<file path="src/volume_fade_ramp_macros.svh">
// assertion macros shared by the volume fade ramp rtl
`ifndef VOLUME_FADE_RAMP_MACROS_SVH
`define VOLUME_FADE_RAMP_MACROS_SVH

// same-cycle implication, clocked on aclk, off during reset
`define VFR_ASSERT_IMP(label, ante, cons, msg) \
    label: assert property (@(posedge aclk) disable iff (!aresetn) (ante) |-> (cons)) \
        else $error(msg);

// next-cycle implication, clocked on aclk, off during reset
`define VFR_ASSERT_NXT(label, ante, cons, msg) \
    label: assert property (@(posedge aclk) disable iff (!aresetn) (ante) |=> (cons)) \
        else $error(msg);

`endif

</file>
<file path="src/vfr_pkg.sv">
// shared constants, types and sequencer states of the volume fade ramp
`default_nettype none
package vfr_pkg;
    localparam int TIME_BITS   = 16;
    localparam int VOL_W       = 7;
    localparam int FACTOR_W    = 12;
    localparam int TICKS_W     = 16;
    localparam int STEP_W      = 13;
    localparam int FRAC_BITS   = 5;
    localparam int UNITY_SHIFT = 10;
    localparam int MUL_B_W     = (TIME_BITS > FACTOR_W) ? TIME_BITS : FACTOR_W;
    localparam int PROD_W      = VOL_W + MUL_B_W;
    localparam int DIV_W       = VOL_W + TIME_BITS;
    localparam int DVS_W       = VOL_W + 1;
    localparam int S_TDATA_W   = 32;
    localparam int M_TDATA_W   = 8;
    localparam int CFG_ADDR_W  = 1;

    localparam logic [VOL_W-1:0]            VOL_MAX   = 7'd127;
    localparam logic signed [DVS_W:0]       STOP_DEST = -9'sd4;
    localparam logic [TIME_BITS-1:0]        TIME_MASK = '1;

    typedef enum logic [CFG_ADDR_W-1:0] {
        CFG_ORIG_VOL  = 1'b0,
        CFG_START_VOL = 1'b1
    } cfg_idx_t;

    typedef enum logic [3:0] {
        S_IDLE,
        S_MUL_VOL,
        S_CMD,
        S_EVAL,
        S_MUL_RT,
        S_DIV_RT_GO,
        S_DIV_RT_WAIT,
        S_SELECT,
        S_DIV_FAST_WAIT,
        S_DIV_SLOW_WAIT,
        S_TICK,
        S_OUT
    } state_t;

    typedef struct packed {
        logic                start;
        logic [DIV_W-1:0]    dividend;
        logic [DVS_W-1:0]    divisor;
    } div_req_t;

    typedef struct packed {
        logic                done;
        logic [DIV_W-1:0]    quotient;
    } div_rsp_t;
endpackage
`default_nettype wire

</file>
<file path="src/vfr_div.sv">
// shared restoring divider, one quotient bit per cycle
`default_nettype none
module vfr_div (
    input  wire logic              aclk,
    input  wire logic              aresetn,
    input  wire vfr_pkg::div_req_t req,
    output vfr_pkg::div_rsp_t      rsp
);
    import vfr_pkg::*;

    localparam int CNT_W = $clog2(DIV_W + 1);

    logic                busy_reg, busy_next;
    logic                done_reg, done_next;
    logic [CNT_W-1:0]    cnt_reg, cnt_next;
    logic [DIV_W-1:0]    quo_reg, quo_next;
    logic [DVS_W-1:0]    rem_reg, rem_next;
    logic [DVS_W-1:0]    dvs_reg, dvs_next;
    logic [DVS_W:0]      shifted;
    logic                fits;

    always_comb begin
        busy_next = busy_reg;
        done_next = 1'b0;
        cnt_next  = cnt_reg;
        quo_next  = quo_reg;
        rem_next  = rem_reg;
        dvs_next  = dvs_reg;
        shifted   = {rem_reg, quo_reg[DIV_W-1]};
        fits      = shifted >= {1'b0, dvs_reg};
        if (req.start) begin
            busy_next = 1'b1;
            cnt_next  = CNT_W'(DIV_W);
            quo_next  = req.dividend;
            rem_next  = '0;
            dvs_next  = req.divisor;
        end else if (busy_reg) begin
            rem_next = fits ? DVS_W'(shifted - {1'b0, dvs_reg}) : shifted[DVS_W-1:0];
            quo_next = {quo_reg[DIV_W-2:0], fits};
            cnt_next = cnt_reg - 1'b1;
            if (cnt_reg == CNT_W'(1)) begin
                busy_next = 1'b0;
                done_next = 1'b1;
            end
        end
    end

    always_ff @(posedge aclk) begin
        if (!aresetn) begin
            busy_reg <= 1'b0;
            done_reg <= 1'b0;
            cnt_reg  <= '0;
        end else begin
            busy_reg <= busy_next;
            done_reg <= done_next;
            cnt_reg  <= cnt_next;
        end
    end

    always_ff @(posedge aclk) begin
        quo_reg <= quo_next;
        rem_reg <= rem_next;
        dvs_reg <= dvs_next;
    end

    assign rsp.done     = done_reg;
    assign rsp.quotient = quo_reg;
endmodule
`default_nettype wire

</file>
<file path="src/volume_fade_ramp.sv">
// volume fade ramp: top level with command and tick sequencer
// A tick request (tuser 0) advances a running ramp and, when the volume moves,
// gives one result with the new volume; at the end of a fade-out that result also raises stop.
// A command request (tuser 1) sets up a ramp through a 7x16 multiplier and one shared
// bit-serial divider of 23 quotient bits; retiming a running ramp takes two divisions back
// to back. A zero fade time applies the volume, or stops the voice, with no ramp.
// A finished result waits in the output register while the next request is taken.
// Registers are to be written with cfg_wr_en only at an idle time; the block itself does
// not enforce this. Writing the start volume also loads the current volume.
`default_nettype none
`include "volume_fade_ramp_macros.svh"
module volume_fade_ramp (
    input  wire logic                             aclk,
    input  wire logic                             aresetn,
    input  wire logic                             s_tvalid,
    output logic                                  s_tready,
    // volume_factor[11:0], fade_out_stop[12], fade_ticks[28:13], retime_running[29], zero
    input  wire logic [vfr_pkg::S_TDATA_W-1:0]    s_tdata,
    // req_type
    input  wire logic                             s_tuser,
    output logic                                  m_tvalid,
    input  wire logic                             m_tready,
    // volume_out[6:0], stop_voice[7]
    output logic [vfr_pkg::M_TDATA_W-1:0]         m_tdata,
    // volume_valid
    output logic                                  m_tuser,
    input  wire logic                             cfg_wr_en,
    input  wire logic [vfr_pkg::CFG_ADDR_W-1:0]   cfg_addr,
    input  wire logic [vfr_pkg::VOL_W-1:0]        cfg_wdata
);
    import vfr_pkg::*;

    state_t                  state_reg, state_next;
    logic [VOL_W-1:0]        orig_vol_reg, orig_vol_next;
    logic [VOL_W-1:0]        start_vol_reg, start_vol_next;
    logic [VOL_W-1:0]        cur_reg, cur_next;
    logic                    ramp_reg, ramp_next;
    logic [VOL_W-1:0]        target_reg, target_next;
    logic                    stop_end_reg, stop_end_next;
    logic signed [STEP_W-1:0] step_reg, step_next;
    logic                    slow_reg, slow_next;
    logic [TIME_BITS-1:0]    interval_reg, interval_next;
    logic [TIME_BITS-1:0]    countdown_reg, countdown_next;
    logic                    m_tvalid_reg, m_tvalid_next;
    logic [VOL_W-1:0]        m_vol_reg, m_vol_next;
    logic                    m_valid_reg, m_valid_next;
    logic                    m_stop_reg, m_stop_next;

    // request and work payload
    logic [FACTOR_W-1:0]     factor_reg, factor_next;
    logic                    fstop_reg, fstop_next;
    logic [TICKS_W-1:0]      ticks_reg, ticks_next;
    logic                    retime_reg, retime_next;
    logic [PROD_W-1:0]       prod_reg, prod_next;
    logic [VOL_W-1:0]        vol_reg, vol_next;
    logic [DIV_W-1:0]        dt_reg, dt_next;
    logic [VOL_W-1:0]        res_vol_reg, res_vol_next;
    logic                    res_valid_reg, res_valid_next;
    logic                    res_stop_reg, res_stop_next;

    div_req_t                div_req;
    div_rsp_t                div_rsp;

    logic [VOL_W-1:0]        mul_a;
    logic [MUL_B_W-1:0]      mul_b;
    logic [PROD_W-1:0]       prod_shift;
    logic [TIME_BITS-1:0]    dt_in;
    logic signed [VOL_W:0]   change;
    logic [VOL_W-1:0]        abs_change;
    logic signed [DVS_W:0]   dest_rt;
    logic signed [DVS_W:0]   remain;
    logic [DVS_W-1:0]        abs_remain;
    logic [TIME_BITS-1:0]    cnt_dec;
    logic signed [13:0]      acc;
    logic signed [DVS_W:0]   nv_raw;
    logic signed [DVS_W:0]   dest_tk;
    logic signed [DVS_W:0]   nv;

    vfr_div u_div (
        .aclk    (aclk),
        .aresetn (aresetn),
        .req     (div_req),
        .rsp     (div_rsp)
    );

    assign s_tready = (state_reg == S_IDLE);
    assign m_tvalid = m_tvalid_reg;
    assign m_tdata  = {m_stop_reg, m_vol_reg};
    assign m_tuser  = m_valid_reg;

    always_comb begin
        dt_in      = TIME_BITS'(ticks_reg);
        prod_shift = prod_reg >> UNITY_SHIFT;
        change     = $signed({1'b0, vol_reg}) - $signed({1'b0, cur_reg});
        abs_change = change[VOL_W] ? VOL_W'(-change) : VOL_W'(change);
        dest_rt    = stop_end_reg ? STOP_DEST : $signed({2'b00, target_reg});
        remain     = $signed({2'b00, vol_reg}) - dest_rt;
        abs_remain = remain[DVS_W] ? DVS_W'(-remain) : DVS_W'(remain);
        cnt_dec    = countdown_reg - 1'b1;
        acc        = $signed({2'b00, cur_reg, {FRAC_BITS{1'b0}}})
                     + $signed({step_reg[STEP_W-1], step_reg});
        if (step_reg > -13'sd2 && step_reg < 13'sd2) begin
            nv_raw = $signed({2'b00, cur_reg}) + $signed(step_reg[DVS_W:0]);
        end else begin
            nv_raw = acc[13:FRAC_BITS];
        end
        dest_tk = stop_end_reg ? '0 : $signed({2'b00, target_reg});
        if ((step_reg > 0 && dest_tk < nv_raw) || (step_reg < 0 && dest_tk >= nv_raw)) begin
            nv = dest_tk;
        end else begin
            nv = nv_raw;
        end
        if (state_reg == S_MUL_VOL) begin
            mul_a = orig_vol_reg;
            mul_b = MUL_B_W'(factor_reg);
        end else begin
            mul_a = abs_change;
            mul_b = MUL_B_W'(dt_in);
        end
    end

    always_comb begin
        state_next     = state_reg;
        orig_vol_next  = orig_vol_reg;
        start_vol_next = start_vol_reg;
        cur_next       = cur_reg;
        ramp_next      = ramp_reg;
        target_next    = target_reg;
        stop_end_next  = stop_end_reg;
        step_next      = step_reg;
        slow_next      = slow_reg;
        interval_next  = interval_reg;
        countdown_next = countdown_reg;
        m_tvalid_next  = m_tvalid_reg;
        m_vol_next     = m_vol_reg;
        m_valid_next   = m_valid_reg;
        m_stop_next    = m_stop_reg;
        factor_next    = factor_reg;
        fstop_next     = fstop_reg;
        ticks_next     = ticks_reg;
        retime_next    = retime_reg;
        prod_next      = prod_reg;
        vol_next       = vol_reg;
        dt_next        = dt_reg;
        res_vol_next   = res_vol_reg;
        res_valid_next = res_valid_reg;
        res_stop_next  = res_stop_reg;
        div_req        = '0;

        if (m_tvalid_reg && m_tready) begin
            m_tvalid_next = 1'b0;
        end

        if (cfg_wr_en) begin
            unique case (cfg_addr)
                CFG_ORIG_VOL:  orig_vol_next = cfg_wdata;
                CFG_START_VOL: begin
                    start_vol_next = cfg_wdata;
                    cur_next       = cfg_wdata;
                end
                default: ;
            endcase
        end

        unique case (state_reg)
            S_IDLE: begin
                if (s_tvalid) begin
                    factor_next = s_tdata[11:0];
                    fstop_next  = s_tdata[12];
                    ticks_next  = s_tdata[28:13];
                    retime_next = s_tdata[29];
                    state_next  = s_tuser ? S_MUL_VOL : S_TICK;
                end
            end
            S_MUL_VOL: begin
                prod_next  = PROD_W'(mul_a) * PROD_W'(mul_b);
                state_next = S_CMD;
            end
            S_CMD: begin
                if (fstop_reg) begin
                    vol_next = '0;
                end else if (prod_shift > PROD_W'(VOL_MAX)) begin
                    vol_next = VOL_MAX;
                end else begin
                    vol_next = prod_shift[VOL_W-1:0];
                end
                state_next = S_EVAL;
            end
            S_EVAL: begin
                if (dt_in == '0) begin
                    ramp_next = 1'b0;
                    if (fstop_reg) begin
                        res_vol_next   = '0;
                        res_valid_next = 1'b0;
                        res_stop_next  = 1'b1;
                    end else begin
                        cur_next       = vol_reg;
                        res_vol_next   = vol_reg;
                        res_valid_next = 1'b1;
                        res_stop_next  = 1'b0;
                    end
                    state_next = S_OUT;
                end else if (change == '0) begin
                    ramp_next  = 1'b0;
                    state_next = S_IDLE;
                end else if (ramp_reg && retime_reg) begin
                    if (remain == '0) begin
                        ramp_next      = 1'b0;
                        cur_next       = vol_reg;
                        res_vol_next   = vol_reg;
                        res_valid_next = 1'b1;
                        res_stop_next  = 1'b0;
                        state_next     = S_OUT;
                    end else begin
                        state_next = S_MUL_RT;
                    end
                end else begin
                    dt_next    = DIV_W'(dt_in);
                    state_next = S_SELECT;
                end
            end
            S_MUL_RT: begin
                prod_next  = PROD_W'(mul_a) * PROD_W'(mul_b);
                state_next = S_DIV_RT_GO;
            end
            S_DIV_RT_GO: begin
                div_req.start    = 1'b1;
                div_req.dividend = DIV_W'(prod_reg);
                div_req.divisor  = abs_remain;
                state_next       = S_DIV_RT_WAIT;
            end
            S_DIV_RT_WAIT: begin
                if (div_rsp.done) begin
                    dt_next    = (div_rsp.quotient == '0) ? DIV_W'(1) : div_rsp.quotient;
                    state_next = S_SELECT;
                end
            end
            S_SELECT: begin
                div_req.start = 1'b1;
                if (DIV_W'(abs_change) >= dt_reg) begin
                    div_req.dividend = DIV_W'({abs_change, {FRAC_BITS{1'b0}}});
                    div_req.divisor  = DVS_W'(dt_reg);
                    state_next       = S_DIV_FAST_WAIT;
                end else begin
                    div_req.dividend = dt_reg;
                    div_req.divisor  = DVS_W'(abs_change);
                    state_next       = S_DIV_SLOW_WAIT;
                end
            end
            S_DIV_FAST_WAIT: begin
                if (div_rsp.done) begin
                    step_next      = change[VOL_W] ? -STEP_W'(div_rsp.quotient)
                                                   : STEP_W'(div_rsp.quotient);
                    slow_next      = 1'b0;
                    countdown_next = '0;
                    target_next    = vol_reg;
                    stop_end_next  = fstop_reg;
                    ramp_next      = 1'b1;
                    state_next     = S_IDLE;
                end
            end
            S_DIV_SLOW_WAIT: begin
                if (div_rsp.done) begin
                    if (div_rsp.quotient > DIV_W'(TIME_MASK)) begin
                        interval_next  = TIME_MASK;
                        countdown_next = TIME_MASK;
                    end else begin
                        interval_next  = div_rsp.quotient[TIME_BITS-1:0];
                        countdown_next = div_rsp.quotient[TIME_BITS-1:0];
                    end
                    step_next     = change[VOL_W] ? -13'sd1 : 13'sd1;
                    slow_next     = 1'b1;
                    target_next   = vol_reg;
                    stop_end_next = fstop_reg;
                    ramp_next     = 1'b1;
                    state_next    = S_IDLE;
                end
            end
            S_TICK: begin
                if (!ramp_reg) begin
                    state_next = S_IDLE;
                end else if (countdown_reg != '0 && cnt_dec != '0) begin
                    countdown_next = cnt_dec;
                    state_next     = S_IDLE;
                end else begin
                    countdown_next = '0;
                    cur_next       = nv[VOL_W-1:0];
                    res_vol_next   = nv[VOL_W-1:0];
                    res_valid_next = 1'b1;
                    if (nv == dest_tk) begin
                        ramp_next     = 1'b0;
                        res_stop_next = stop_end_reg;
                    end else begin
                        res_stop_next = 1'b0;
                        if (slow_reg) begin
                            countdown_next = interval_reg;
                        end
                    end
                    state_next = S_OUT;
                end
            end
            S_OUT: begin
                if (!m_tvalid_reg || m_tready) begin
                    m_tvalid_next = 1'b1;
                    m_vol_next    = res_vol_reg;
                    m_valid_next  = res_valid_reg;
                    m_stop_next   = res_stop_reg;
                    state_next    = S_IDLE;
                end
            end
            default: state_next = S_IDLE;
        endcase
    end

    always_ff @(posedge aclk) begin
        if (!aresetn) begin
            state_reg     <= S_IDLE;
            orig_vol_reg  <= VOL_MAX;
            start_vol_reg <= '0;
            cur_reg       <= '0;
            ramp_reg      <= 1'b0;
            target_reg    <= '0;
            stop_end_reg  <= 1'b0;
            step_reg      <= '0;
            slow_reg      <= 1'b0;
            interval_reg  <= '0;
            countdown_reg <= '0;
            m_tvalid_reg  <= 1'b0;
        end else begin
            state_reg     <= state_next;
            orig_vol_reg  <= orig_vol_next;
            start_vol_reg <= start_vol_next;
            cur_reg       <= cur_next;
            ramp_reg      <= ramp_next;
            target_reg    <= target_next;
            stop_end_reg  <= stop_end_next;
            step_reg      <= step_next;
            slow_reg      <= slow_next;
            interval_reg  <= interval_next;
            countdown_reg <= countdown_next;
            m_tvalid_reg  <= m_tvalid_next;
        end
    end

    always_ff @(posedge aclk) begin
        m_vol_reg     <= m_vol_next;
        m_valid_reg   <= m_valid_next;
        m_stop_reg    <= m_stop_next;
        factor_reg    <= factor_next;
        fstop_reg     <= fstop_next;
        ticks_reg     <= ticks_next;
        retime_reg    <= retime_next;
        prod_reg      <= prod_next;
        vol_reg       <= vol_next;
        dt_reg        <= dt_next;
        res_vol_reg   <= res_vol_next;
        res_valid_reg <= res_valid_next;
        res_stop_reg  <= res_stop_next;
    end

    `VFR_ASSERT_IMP(a_ramp_step_nonzero, ramp_reg, step_reg != '0,
        "running ramp has zero step")
    `VFR_ASSERT_IMP(a_slow_unit_step, ramp_reg && slow_reg,
        step_reg == 13'sd1 || step_reg == -13'sd1, "slow ramp step is not one")
    `VFR_ASSERT_IMP(a_stop_only_result, m_tvalid_reg && !m_valid_reg,
        m_stop_reg && m_vol_reg == '0, "result without volume is not a stop")
    `VFR_ASSERT_IMP(a_div_done_waited, div_rsp.done,
        state_reg == S_DIV_RT_WAIT || state_reg == S_DIV_FAST_WAIT
        || state_reg == S_DIV_SLOW_WAIT, "divider finished with no one waiting")
    `VFR_ASSERT_NXT(a_busy_after_request, s_tvalid && s_tready, !s_tready,
        "request taken while still working")
endmodule
`default_nettype wire

</file>
<file path="config.mk">
export PLATFORM = sky130hd
export DESIGN_NAME = volume_fade_ramp
export DESIGN_NICKNAME = d
export VERILOG_FILES = /design/src/vfr_pkg.sv /design/src/vfr_div.sv /design/src/volume_fade_ramp.sv
export VERILOG_INCLUDE_DIRS = /design/src /design/src/src
export SDC_FILE = /design/constraint.sdc
export NUM_CORES = 1
export LEC_CHECK = 0
export ABC_CLOCK_PERIOD_IN_PS = 10910
export BUFFER_PORTS_ARGS = -buffer_cell sky130_fd_sc_hd__buf_2
export CORE_MARGIN = 2
export CORE_UTILIZATION = 56
export CTS_BUF_LIST = sky130_fd_sc_hd__clkbuf_16
export DETAILED_ROUTE_END_ITERATION = 10
export GPL_TIMING_DRIVEN = 1
export PLACE_DENSITY_LB_ADDON = 0.05
export SLEW_MARGIN = 5
export SYNTH_ARGS = -nofsm -noshare
export SYNTH_HDL_FRONTEND = slang
export SYNTH_SLANG_ARGS = --single-unit
</file>
<file path="constraint.sdc">
create_clock -name aclk -period 10.91 [get_ports aclk]
set_clock_uncertainty 0.15 [all_clocks]
set_input_delay 0.5455 -clock aclk [delete_from_list [all_inputs] [get_ports aclk]]
set_output_delay 0.5455 -clock aclk [all_outputs]
set_load 0.01 [all_outputs]
</file>
-- Word level (Yosys, flattened, before mapping)
Index checks and enable logic that the tools add are counted.
W data, S select, Z words.
- register bits: 221
- bits of input ports: 46
- output and inout port bits: 11
- reductions and logical operators: 37
- multiplexer cells: 99
- add/subtract/negate cells: 10
- $mul: 1
- $lt $le $gt $ge: 10
- eq/ne operators: 29
- bitwise logic cells: 3
- operator list (kind ; number):
    $mux W23 ; 7
    $mux W7 ; 20
    $mux W16 ; 8
    $pmux W32 S2 ; 1
    $mux W13 ; 4
    $pmux W16 S3 ; 1
    $pmux W23 S2 ; 1
    $mux W4 ; 11
    $pmux W4 S11 ; 1
    $reduce_bool A16 Y1 ; 2
    $mux W31 ; 1
    $mux W1 ; 30
    $pmux W7 S2 ; 2
    $mux W9 ; 3
    $pmux W13 S2 ; 1
    $ge A7 B23 Y1 ; 1
    $gt A23 B16 Y1 const B ; 1
    $logic_not A23 Y1 ; 1
    $mul A7 B16 Y23 ; 1
    $eq A4 B3 Y1 const B ; 4
    $eq A4 B4 Y1 const B ; 4
    $logic_not A16 Y1 ; 1
    $mux W8 ; 2
    $sub A16 B1 Y16 const B ; 1
    44 further kinds ; 80

-- Logic depth before layout (Yosys ltp)
Gate-level depths: netlist of the first run.
- depth after elaboration: 12
- mapped depth: 30
- gate-level depth less buffers: 29

-- Modules after synthesis
A second synthesis of the first run with hierarchy kept.
- cell total of the unflattened synthesis: 1827
- area, all modules: 16623.4 um^2
- by module, submodules not included (module ; area each (um^2) ; cells an instance ; times used):
    volume_fade_ramp ; 14326.2 ; 1636 ; 1
    vfr_div ; 2297.2 ; 191 ; 1

-- Least setup slack after synthesis of the first run
Ideal clock, no wire load.
- path type: register to register
- start point: register vol_reg[1]
- end point: register prod_reg[21], data pin
- clock period less this slack: 7.047 ns
- path slack: 3.863 ns
- data required time: 10.502 ns
- buffers on the path: 1
- arrival time: 6.639 ns
- cell stages (with the launch flop): 28
- cell sequence: edfxtp_1 ha_1 nor2b_1 o2111a_1 or4_1 a2111oi_2 nor2_1 xnor2_2 mux2i_1 buf_2 nor2_1 fa_1 inv_1 fa_1 inv_1 fa_1 inv_1 fa_1 inv_1 ha_1 a21oi_1 o21a_1 a2bb2oi_1 o311a_1 nor3_1 or3_1 a21oi_1 xnor2_1
- longest elaborated chain between the ends: 5
- RTL lines (element ; RTL line ; source):
    start: declaration ; volume_fade_ramp.sv:55 ; logic [VOL_W-1:0] vol_reg, vol_next;
    start signal: assignment ; volume_fade_ramp.sv:354 ; vol_reg <= vol_next;
    $sub A7 B7 Y8 (*) ; volume_fade_ramp.sv:94 ; change = $signed({1'b0, vol_reg}) - $signed({1'b0, cur_reg});
    $neg A7 Y7 ; volume_fade_ramp.sv:95 ; abs_change = change[VOL_W] ? VOL_W'(-change) : VOL_W'(change);
    $mux W7 (*) ; volume_fade_ramp.sv:95 ;
    $mux W7 (*) ; volume_fade_ramp.sv:113 ; if (state_reg == S_MUL_VOL) begin
    $mul A7 B16 Y23 (*) ; volume_fade_ramp.sv:176, volume_fade_ramp.sv:223 ;
    end signal: assignment ; volume_fade_ramp.sv:353 ; prod_reg <= prod_next;
    end: declaration ; volume_fade_ramp.sv:54 ; logic [PROD_W-1:0] prod_reg, prod_next;
Every way passes the cells marked *; elsewhere a longest branch is shown, timed or not.
A chain may end at the register's enable or synchronous reset.

-- Final worst setup path of the first run
- start point: register vol_reg[1]
- end point: register prod_reg[22], data pin
Same word-level chain as after synthesis.

==> impl_metrics.py, run 1 <==
metrics = {
    "run_status": {
        "status": "finished clean",
    },
    "cts": {
        "clock_tree.root_cell": "clkbuf_16",
        "clock_tree_buf_depth": 3,
        "clkSinkCount": 221,
        "post_cts.repair.setup_buffers": 0,
        "clk_latency_ps": 520,
        "cts_made_buffers": 25,
        "post_cts_resize_count": 0,
        "clk_transition_reported_paths_ps": 60,
        "number_of_buffers_inserted_for_hold_repair_after_clock_tree_synthesis": 0,
        "cts_max_level": 1,
        "tritoncts": "built",
    },
    "yosys": {
        "post_synthesis_cell_area_um2": 16000,
        "post_synth.cell_area_avg_um2": 8.95,
        "ys_seq_area_share_pct": 35.8,
        "netlist-cell-type-count": 85,
        "synth.ff_latch_count": 221,
        "async_flop_share_pct": 0,
        "synthCells": 1791,
        "postSynthNetCount": 2004,
        "edff_count_synth": 132,
        "ys_warn_count": 0,
        "ys.flop_type": "edfxtp_1",
    },
    "global_routing": {
        "globalRouteOverflowTotal": 0,
        "first_global_vias": 12500,
        "grt_start_max_net_pins": 49,
        "grt_util_all_layers_pct": 28.2,
        "grt_antenna_before_repair": 0,
        "grt_pass1_wl_um": 67200,
    },
    "critical_path": {
        "cp_common_cell": "fa_1",
        "critPathMaxStageDelay_ps": 910,
        "crit_path_capture_type": "register",
        "timing.critical_path.fanout_max": 17,
        "worst_ep_required_time_ps": 11030,
        "ff2ff_path_depth": 24,
        "worstSetupPathType": "reg -> reg",
        "crit_chain": "ha_1 -> nor2b_1 -> o2111a_1 -> or3_1 -> nand2_1 -> mux2i_1 -> a21oi_1 -> nand2_1 -> fa_1 -> fa_1 -> inv_1 -> fa_1 -> inv_1 -> fa_1 -> inv_1 -> ha_1 -> and3_1 -> o211ai_1 -> o211ai_1 -> nand2_1 -> o2111a_1 -> o31ai_1 -> a21oi_1 -> xnor2_1",
        "startpoint_class_of_the_critical_path": "register",
        "critPathSlowestCell": "a21oi_1",
        "critical-path-top-delay-family": "adder cells",
        "critical_path_buf_inv_count": 3,
        "worst-endpoint-arrival_ps": 8420,
        "timing.critical_path.depth": 24,
    },
    "place": {
        "buffer_ports.inserted": 54,
        "gpl.final_weighted_congestion": 0.948,
        "post-dp-hpwl_um": 32300,
        "placed_cell_area_um2": 16600,
    },
    "drt": {
        "remaining_drc_errors": 0,
        "via_per_inst": 5.91,
        "drt_first_pass_iters": 8,
        "drt-total-wl_um": 42400,
        "vias": 13000,
        "route.antenna.remaining_nets": 0,
        "wire_per_inst_um": 19.2,
        "detailedRoute.firstIterationViolations": 1063,
    },
    "floorplan": {
        "io-pin-count": 57,
        "chipWidth_um": 173,
        "die-area_um2": 30000,
        "chipHeight_um": 173,
        "placement_rows": 61,
        "initial_core_util_pct": 57.2,
        "total_core_area_um2": 28000,
    },
    "finish": {
        "area.growth.synth_to_final_pct": 8.37,
        "final_area_um2": 17400,
        "fillerInstances": 2447,
        "antenna_cells": 0,
        "leading_cell_type_in_the_layout_fill_and_taps_excluded": "nand2_1",
        "layout.cells.most_common_list": "251 x nand2_1, 198 x inv_1, 140 x nor2_1",
        "drive_gt1_share_pct": 8.21,
        "num-nets-final": 2023,
    },
    "sta": {
        "fin_crit_sh_pct": 76.0,
        "setup_viol_count_final": 0,
        "rsz0062_at_grt": "no",
        "min_period_ps": 8300,
        "hold_viol_final": 0,
        "worst_slew_pin_slew_ps": 1270,
        "maxSlewViolCount": 0,
        "fmaxAchievable_mhz": 121,
        "relSlewSlack_pct": 14.9,
        "setup_total_negative_slack_ps": 0,
    },
    "worst_hold_path": {
        "worst_hold_path.num_cells": 1,
        "hold_path_class": "in -> reg",
    },
    "job": {
        "timing.max_cap.violations": 0,
    },
}
==> worst paths after layout <==
| kind | endpoint | slack [ps] | from |
|---|---|---|---|
| worst min-delay path | dt_in[4] | 40 | s_tdata[17] |
| worst min register to register | m_vol_reg[0] | 270 | res_vol_reg[0] |
| worst max-delay path | prod_reg[22] | 2610 | vol_reg[1] |
| worst max register to register | prod_reg[22] | 2610 | vol_reg[1] |
==> worst register-to-register path, cell delays in order, from the launching register on <==
cell      delay [ps]
edfxtp_1         550
ha_1             340
nor2b_1          150
o2111a_1         270
or3_1            430
nand2_1          520
mux2i_1          430
a21oi_1          910
nand2_1          190
fa_1             500
fa_1             490
inv_1             50
fa_1             530
inv_1             50
fa_1             520
inv_1             40
ha_1             360
and3_1           190
o211ai_1         200
o211ai_1         290
nand2_1          120
o2111a_1         290
o31ai_1          240
a21oi_1          110
xnor2_1          120
==> routing by layer <==
| metal | wire [um] | global-route usage [%] | part of all wire (%) |
|---|---|---|---|
| met5 | 0 | 0 | 0 |
| met4 | 2050 | 12.1 | 4.8 |
| met3 | 2670 | 4.24 | 6.3 |
| met2 | 19800 | 46.0 | 47 |
| met1 | 17900 | 37.6 | 42 |
==> synthesized netlist by cell type, types with 24 or more instances <==
library cell / number / share of area [%]
nand2_1: 251 / 5.9
xor2_1: 24 / 1.3
nor2b_1: 26 / 1.0
nor3_1: 38 / 1.2
fa_1: 73 / 9.1
xnor2_1: 43 / 2.3
nand3_1: 30 / 0.94
edfxtp_1: 132 / 25
ha_1: 94 / 7.3
a21oi_1: 102 / 3.2
nand2b_1: 26 / 1.0
mux2i_1: 34 / 2.1
inv_1: 193 / 4.5
clkbuf_1: 64 / 1.5
dfxtp_1: 89 / 11
nor2_1: 141 / 3.3
o21ai_0: 91 / 2.8
==> per-stage QoR <==
step	hold slack, ps	std cells	worst slack [ps]	utilization [%]
floorplan	250	1791	3860	-
global placement	258	2161	2750	59.2
detailed placement	257	2161	2650	59.2
CTS	31.1	2206	2610	62.0
global route	23.1	2206	2240	62.0
finish	45.0	2206	2610	62.0
==> final cells by class <==
type / count / area (um2) / area share [%]
Multi-Input combinational cell: 1298 / 9250 / 53.2
Sequential cell: 221 / 5750 / 33.1
Inverter: 195 / 732 / 4.21
Clock buffer: 26 / 651 / 3.75
Tap cell: 378 / 473 / 2.72
Timing Repair Buffer: 69 / 383 / 2.20
Clock inverter: 19 / 140 / 0.807
==> kinds of logic after synthesis <==
kind of cell    after synthesis  share of synthesized area, %
compound gates              384                          15.8
simple gates                631                          18.5
mux                          47                          3.04
flops                       221                          35.8
buf+inv                     272                          6.55
fa+ha+maj                   167                          16.5
xor+xnor                     69                          3.86
Power of run 1 is left out: the tool's default activity adds up to more than one toggle a clock period on the data nets, which glitch-free logic cannot reach.
==> inputs of run 2 (changes only) <==
--- a/config.mk
+++ b/config.mk
@@ -6,7 +6,8 @@
 export SDC_FILE = /design/constraint.sdc
 export NUM_CORES = 1
 export LEC_CHECK = 0
-export ABC_CLOCK_PERIOD_IN_PS = 10910
+export ABC_AREA = 1
+export ABC_CLOCK_PERIOD_IN_PS = 8600
 export BUFFER_PORTS_ARGS = -buffer_cell sky130_fd_sc_hd__buf_2
 export CORE_MARGIN = 2
 export CORE_UTILIZATION = 56
==> constraint.sdc (replaced) <==
create_clock -name aclk -period 8.6 [get_ports aclk]
set_clock_uncertainty 0.15 [all_clocks]
set_input_delay 0.43 -clock aclk [delete_from_list [all_inputs] [get_ports aclk]]
set_output_delay 0.43 -clock aclk [all_outputs]
set_load 0.01 [all_outputs]
==> run 2 against run 1 <==
Highest routed layer unchanged. Critical path type unchanged. Final cell count grew 19%. Critical path depth up 11. Non-clock buffer count grew 38. First-iteration DRC count increased by 38%. Synthesized area rose by 4.3%. Global-route usage up 4.1 points. Synthesized cell count is 20% higher.
==> impl_metrics.py, run 2 <==
metrics = {
    "yosys": {
        "xor_xnor_portion_of_the_synthesized_cell_area_pct": 3.46,
        "post_synthesis_cell_area_um2": 16700,
        "combinational_family_with_the_most_area_after_synthesis": "simple AND/OR/NAND/NOR gates",
        "postSynthNetCount": 2354,
        "ys_warn_count": 0,
        "area_fraction_in_compound_gates_after_synthesis_pct": 13.5,
        "edff_count_synth": 132,
        "yosys.cell_count.top_type": "nand2_1",
        "synthCells": 2141,
        "netlist-cell-type-count": 64,
        "post_synth.cell_area_avg_um2": 7.81,
        "synth.ff_latch_count": 221,
        "fraction_of_synthesized_area_in_multiplexers_pct": 0,
        "async_flop_share_pct": 0,
        "ys_top_cells_by_area": "edfxtp_1 24%, dfxtp_1 11%, nand2_1 10%",
        "synth.top_cells.by_count": "444 x nand2_1, 399 x inv_1, 175 x nor2_1, 138 x o21ai_0, 132 x edfxtp_1",
        "synth_simple_gate_area_share_pct": 21.9,
        "ys_seq_area_share_pct": 34.4,
        "ys.flop_type": "edfxtp_1",
        "synth.largest_area_cell": "edfxtp_1",
        "post_synth_fa_ha_maj_area_fraction_pct": 15.8,
        "synth_top_cell_area_share_pct": 23.7,
    },
    "place": {
        "gpl.final_weighted_congestion": 0.992,
        "placedCellCount": 2548,
        "placed_cell_area_um2": 17400,
        "buffer_ports.inserted": 54,
        "post-dp-hpwl_um": 38900,
    },
    "floorplan": {
        "die-area_um2": 31300,
        "chipWidth_um": 177,
        "total_core_area_um2": 29500,
        "io-pin-count": 57,
        "chipHeight_um": 177,
        "placement_rows": 63,
        "initial_core_util_pct": 56.7,
    },
    "finish": {
        "layout.cells.most_common_list": "444 x nand2_1, 404 x inv_1, 175 x nor2_1",
        "final_area_um2": 18500,
        "leading_cell_type_in_the_layout_fill_and_taps_excluded": "nand2_1",
        "area.growth.synth_to_final_pct": 10.7,
        "drive_gt1_share_pct": 8.58,
        "multi_input_logic_area_um2": 9150,
        "fillerInstances": 2693,
        "regArea_um2": 5750,
        "antenna_cells": 0,
        "final_cell_count_no_fill": 2627,
        "num-nets-final": 2430,
    },
    "cts": {
        "post_cts_resize_count": 0,
        "cts_made_buffers": 26,
        "post_cts.repair.setup_buffers": 0,
        "tritoncts": "built",
        "clkSinkCount": 221,
        "clk_transition_reported_paths_ps": 60,
        "cts_max_level": 1,
        "clk_latency_ps": 550,
        "clock_tree_buf_depth": 3,
        "clock_tree.root_cell": "clkbuf_16",
        "number_of_buffers_inserted_for_hold_repair_after_clock_tree_synthesis": 31,
    },
    "critical_path": {
        "r2r-end": "prod_reg[21]",
        "critPathMaxStageDelay_ps": 550,
        "startpoint_class_of_the_critical_path": "register",
        "timing.critical_path.fanout_max": 9,
        "critPathSlowestCell": "fa_1",
        "ff2ff_path_depth": 35,
        "crit_path_capture_type": "register",
        "worst_ep_required_time_ps": 8720,
        "worst-r2r-setup-slack_ps": 940,
        "worst-endpoint-arrival_ps": 7780,
        "worstSetupPathType": "reg -> reg",
        "critical-path-top-delay-family": "adder cells",
        "worst_r2r_startpoint": "vol_reg[0]",
        "critical_path_buf_inv_count": 7,
    },
    "sta": {
        "rsz0062_at_grt": "no",
        "setup_total_negative_slack_ps": 0,
        "hold_viol_final": 0,
        "relSlewSlack_pct": 18.4,
        "fin_crit_sh_pct": 89.1,
        "worst_slew_pin_slew_ps": 1220,
        "fmaxAchievable_mhz": 131,
        "setup_viol_count_final": 0,
        "min_period_ps": 7660,
        "maxSlewViolCount": 0,
    },
    "global_routing": {
        "grt_util_all_layers_pct": 32.3,
        "grt_pass1_wl_um": 78600,
        "globalRouteOverflowTotal": 0,
        "grt_antenna_before_repair": 1,
        "first_global_vias": 14300,
        "grt_start_max_net_pins": 63,
    },
    "worst_hold_path": {
        "worst_hold_path.num_cells": 3,
        "worstHoldEndpoint": "orig_vol_reg[2]",
        "hold_path_class": "in -> reg",
        "launch_instance_of_the_worst_min_delay_path": "cfg_wdata[2]",
    },
    "drt": {
        "route.antenna.remaining_nets": 0,
        "vias": 14900,
        "wire_per_inst_um": 19.0,
        "detailedRoute.firstIterationViolations": 1468,
        "drt-total-wl_um": 50000,
        "remaining_drc_errors": 0,
        "via_per_inst": 5.67,
        "drt_first_pass_iters": 6,
    },
    "run_status": {
        "status": "finished clean",
    },
    "job": {
        "timing.max_cap.violations": 0,
    },
}
-- run 2: how the worst max path moves through the flow --
stage	startpoint	end	slack (ps)	depth (start not counted)
floorplan	vol_reg[0]	prod_reg[21]	1900	36
global placement	vol_reg[4]	prod_reg[21]	1060	33
detailed placement	vol_reg[0]	prod_reg[21]	1050	35
CTS	vol_reg[0]	prod_reg[21]	970	35
global route	vol_reg[0]	prod_reg[21]	440	35
finish	vol_reg[0]	prod_reg[21]	940	35
-- run 2: cell type report --
cell class / instances / area share (%)
Clock buffer: 26 / 3.51
Inverter: 415 / 8.41
Tap cell: 390 / 2.64
Sequential cell: 221 / 31.0
Multi-Input combinational cell: 1446 / 49.4
Timing Repair Buffer: 107 / 4.03
Clock inverter: 22 / 0.953
-- run 2: layer usage --
| metal | routed length, um | vias up | part of all wire [%] | global-route usage, % |
|---|---|---|---|---|
| li1 | - | 7123 | - | - |
| met3 | 3490 | 127 | 7.0 | 4.17 |
| met2 | 22600 | 585 | 45 | 51.5 |
| met5 | 0 | - | 0 | 0 |
| met1 | 21900 | 7056 | 44 | 45.3 |
| met4 | 2070 | 0 | 4.1 | 11.5 |
-- run 2: tightest hold or removal path, delay by kind of cell --
family                 cells  cell delay, ps
AO/OA/AOI/OAI              1              60
buffers and inverters      1             100
AND/OR/NAND/NOR            1              50
-- run 2: logic make-up after synthesis --
kind of cell	count (synthesis)
buffers and inverters	474
xor gates and xnor gates	61
DFF	221
adders and majority gates	167
and+or+nand+nor	835
AOI/OAI and AO/OA	383
-- run 2: stage by stage --
step                utilization, %  hold WS, ps  worst slack, ps
global route                  62.8         13.2              445
CTS                           62.8        0.721              971
global placement              58.9          259             1060
detailed placement            58.9          262             1050
finish                        62.8         7.71              938
floorplan                        -          250             1900
Power of run 2 is left out for the same reason.
==> inputs of run 3 (changes only) <==
--- a/config.mk
+++ b/config.mk
@@ -6,15 +6,13 @@
 export SDC_FILE = /design/constraint.sdc
 export NUM_CORES = 1
 export LEC_CHECK = 0
-export ABC_AREA = 1
 export ABC_CLOCK_PERIOD_IN_PS = 8600
 export BUFFER_PORTS_ARGS = -buffer_cell sky130_fd_sc_hd__buf_2
-export CORE_MARGIN = 2
 export CORE_UTILIZATION = 56
 export CTS_BUF_LIST = sky130_fd_sc_hd__clkbuf_16
 export DETAILED_ROUTE_END_ITERATION = 10
 export GPL_TIMING_DRIVEN = 1
-export PLACE_DENSITY_LB_ADDON = 0.05
+export PLACE_DENSITY = 0.73
 export SLEW_MARGIN = 5
 export SYNTH_ARGS = -nofsm -noshare
 export SYNTH_HDL_FRONTEND = slang
==> run 3 against run 2 <==
Highest routed layer unchanged. Sequential share of layout area grew 1.2 points. Non-clock buffer count is the same. Flip-flop and latch count is the same. Global-route usage shrank 1.1 points. Design area shrank 3.9%.
==> impl_metrics.py, run 3 (same netlist as run 1, synthesis figures left out) <==
metrics = {
    "run_status": {
        "status": "finished clean",
    },
    "global_routing": {
        "grt_pass1_wl_um": 70600,
        "first_global_vias": 13200,
        "grt_start_max_net_pins": 49,
        "grt_util_all_layers_pct": 31.2,
        "grt_antenna_before_repair": 0,
        "globalRouteOverflowTotal": 0,
    },
    "sta": {
        "hold_viol_final": 0,
        "setup_viol_count_final": 0,
        "maxSlewViolCount": 0,
        "fmaxAchievable_mhz": 123,
        "min_period_ps": 8130,
        "worst_slew_pin_slew_ps": 1240,
        "rsz0062_at_grt": "no",
        "setup_total_negative_slack_ps": 0,
        "fin_crit_sh_pct": 94.5,
        "relSlewSlack_pct": 17.6,
    },
    "place": {
        "post-dp-hpwl_um": 32300,
        "buffer_ports.inserted": 54,
        "gpl.final_weighted_congestion": 0.956,
    },
    "finish": {
        "layout.cells.most_common_list": "251 x nand2_1, 199 x inv_1, 140 x nor2_1",
        "leading_cell_type_in_the_layout_fill_and_taps_excluded": "nand2_1",
        "drive_gt1_share_pct": 8.28,
        "antenna_cells": 0,
        "area.growth.synth_to_final_pct": 11.0,
        "num-nets-final": 2064,
    },
    "drt": {
        "route.antenna.remaining_nets": 0,
        "drt-total-wl_um": 44200,
        "vias": 13600,
        "via_per_inst": 6.03,
        "wire_per_inst_um": 19.6,
        "detailedRoute.firstIterationViolations": 1235,
        "drt_first_pass_iters": 5,
        "remaining_drc_errors": 0,
    },
    "floorplan": {
        "chipWidth_um": 171,
        "total_core_area_um2": 27900,
        "chipHeight_um": 171,
        "io-pin-count": 57,
        "placement_rows": 61,
        "die-area_um2": 29300,
        "initial_core_util_pct": 57.4,
    },
    "worst_hold_path": {
        "hold_path_class": "in -> reg",
    },
    "cts": {
        "cts_made_buffers": 28,
        "clock_tree_buf_depth": 3,
        "clk_transition_reported_paths_ps": 60,
        "clk_latency_ps": 560,
        "clock_tree.root_cell": "clkbuf_16",
        "tritoncts": "built",
        "cts_max_level": 1,
        "clkSinkCount": 221,
        "post_cts_resize_count": 0,
    },
    "critical_path": {
        "crit_path_capture_type": "register",
        "worst_ep_required_time_ps": 8750,
        "worst-endpoint-arrival_ps": 8280,
        "startpoint_class_of_the_critical_path": "register",
        "critPathSlowestCell": "mux2i_1",
        "worstSetupPathType": "reg -> reg",
        "timing.critical_path.fanout_max": 8,
        "critical_path_buf_inv_count": 6,
        "cp_common_cell": "inv_1",
        "critical-path-top-delay-family": "adder cells",
        "critPathMaxStageDelay_ps": 700,
    },
    "job": {
        "timing.max_cap.violations": 0,
    },
}
run 3: cell type report:
| type | count | area [um2] |
|---|---|---|
| clock inverters | 22 | 96.3 |
| fillers | 2331 | 10100 |
| flip-flops and latches | 221 | 5750 |
| multi-input cells | 1298 | 9250 |
| repair buffers | 107 | 753 |
| well taps | 378 | 473 |
| clock buffers | 30 | 751 |
| inverters | 195 | 732 |
run 3: per-layer routing:
metal / part of all wire (%) / GRT usage [%] / vias up
li1: - / - / 6358
met1: 42 / 41.0 / 6503
met2: 47 / 52.1 / 595
met3: 6.5 / 3.22 / 110
met4: 4.5 / 13.8 / 0
met5: 0 / 0 / -
run 3: path summary, 6_finish.rpt:
path,from,cells after the start,end,slack (ps)
setup / recovery,vol_reg[0],29,prod_reg[21],470
hold / removal,cfg_wdata[5],3,orig_vol_reg[5],9
setup reg to reg,vol_reg[0],29,prod_reg[21],470
hold reg to reg,res_vol_reg[0],0,m_vol_reg[0],270
run 3: worst min-delay path: cells and delay by family:
family / cells / cell delay (ps)
simple gates: 2 / 120
buf+inv: 1 / 120
run 3: metrics by stage:
step | cells | hold WS, ps | worst slack [ps] | cell area, um2 | util (%)
floorplan | 1791 | 250 | 1550 | 16000 | -
global placement | 2165 | 253 | 683 | 16600 | 59.5
detailed placement | 2165 | 260 | 510 | 16600 | 59.5
CTS | 2251 | 4.92 | 500 | 17800 | 63.7
global route | 2251 | 15.8 | 28.2 | 17800 | 63.7
finish | 2251 | 9.09 | 469 | 17800 | 63.7
run 3: timing repair:
action	CTS	global route
setup buffers	0	0
hold buffers	34	0
endpoints found under the hold margin	34	0
endpoints found under the setup margin	0	0
Power of run 3 is left out for the same reason.
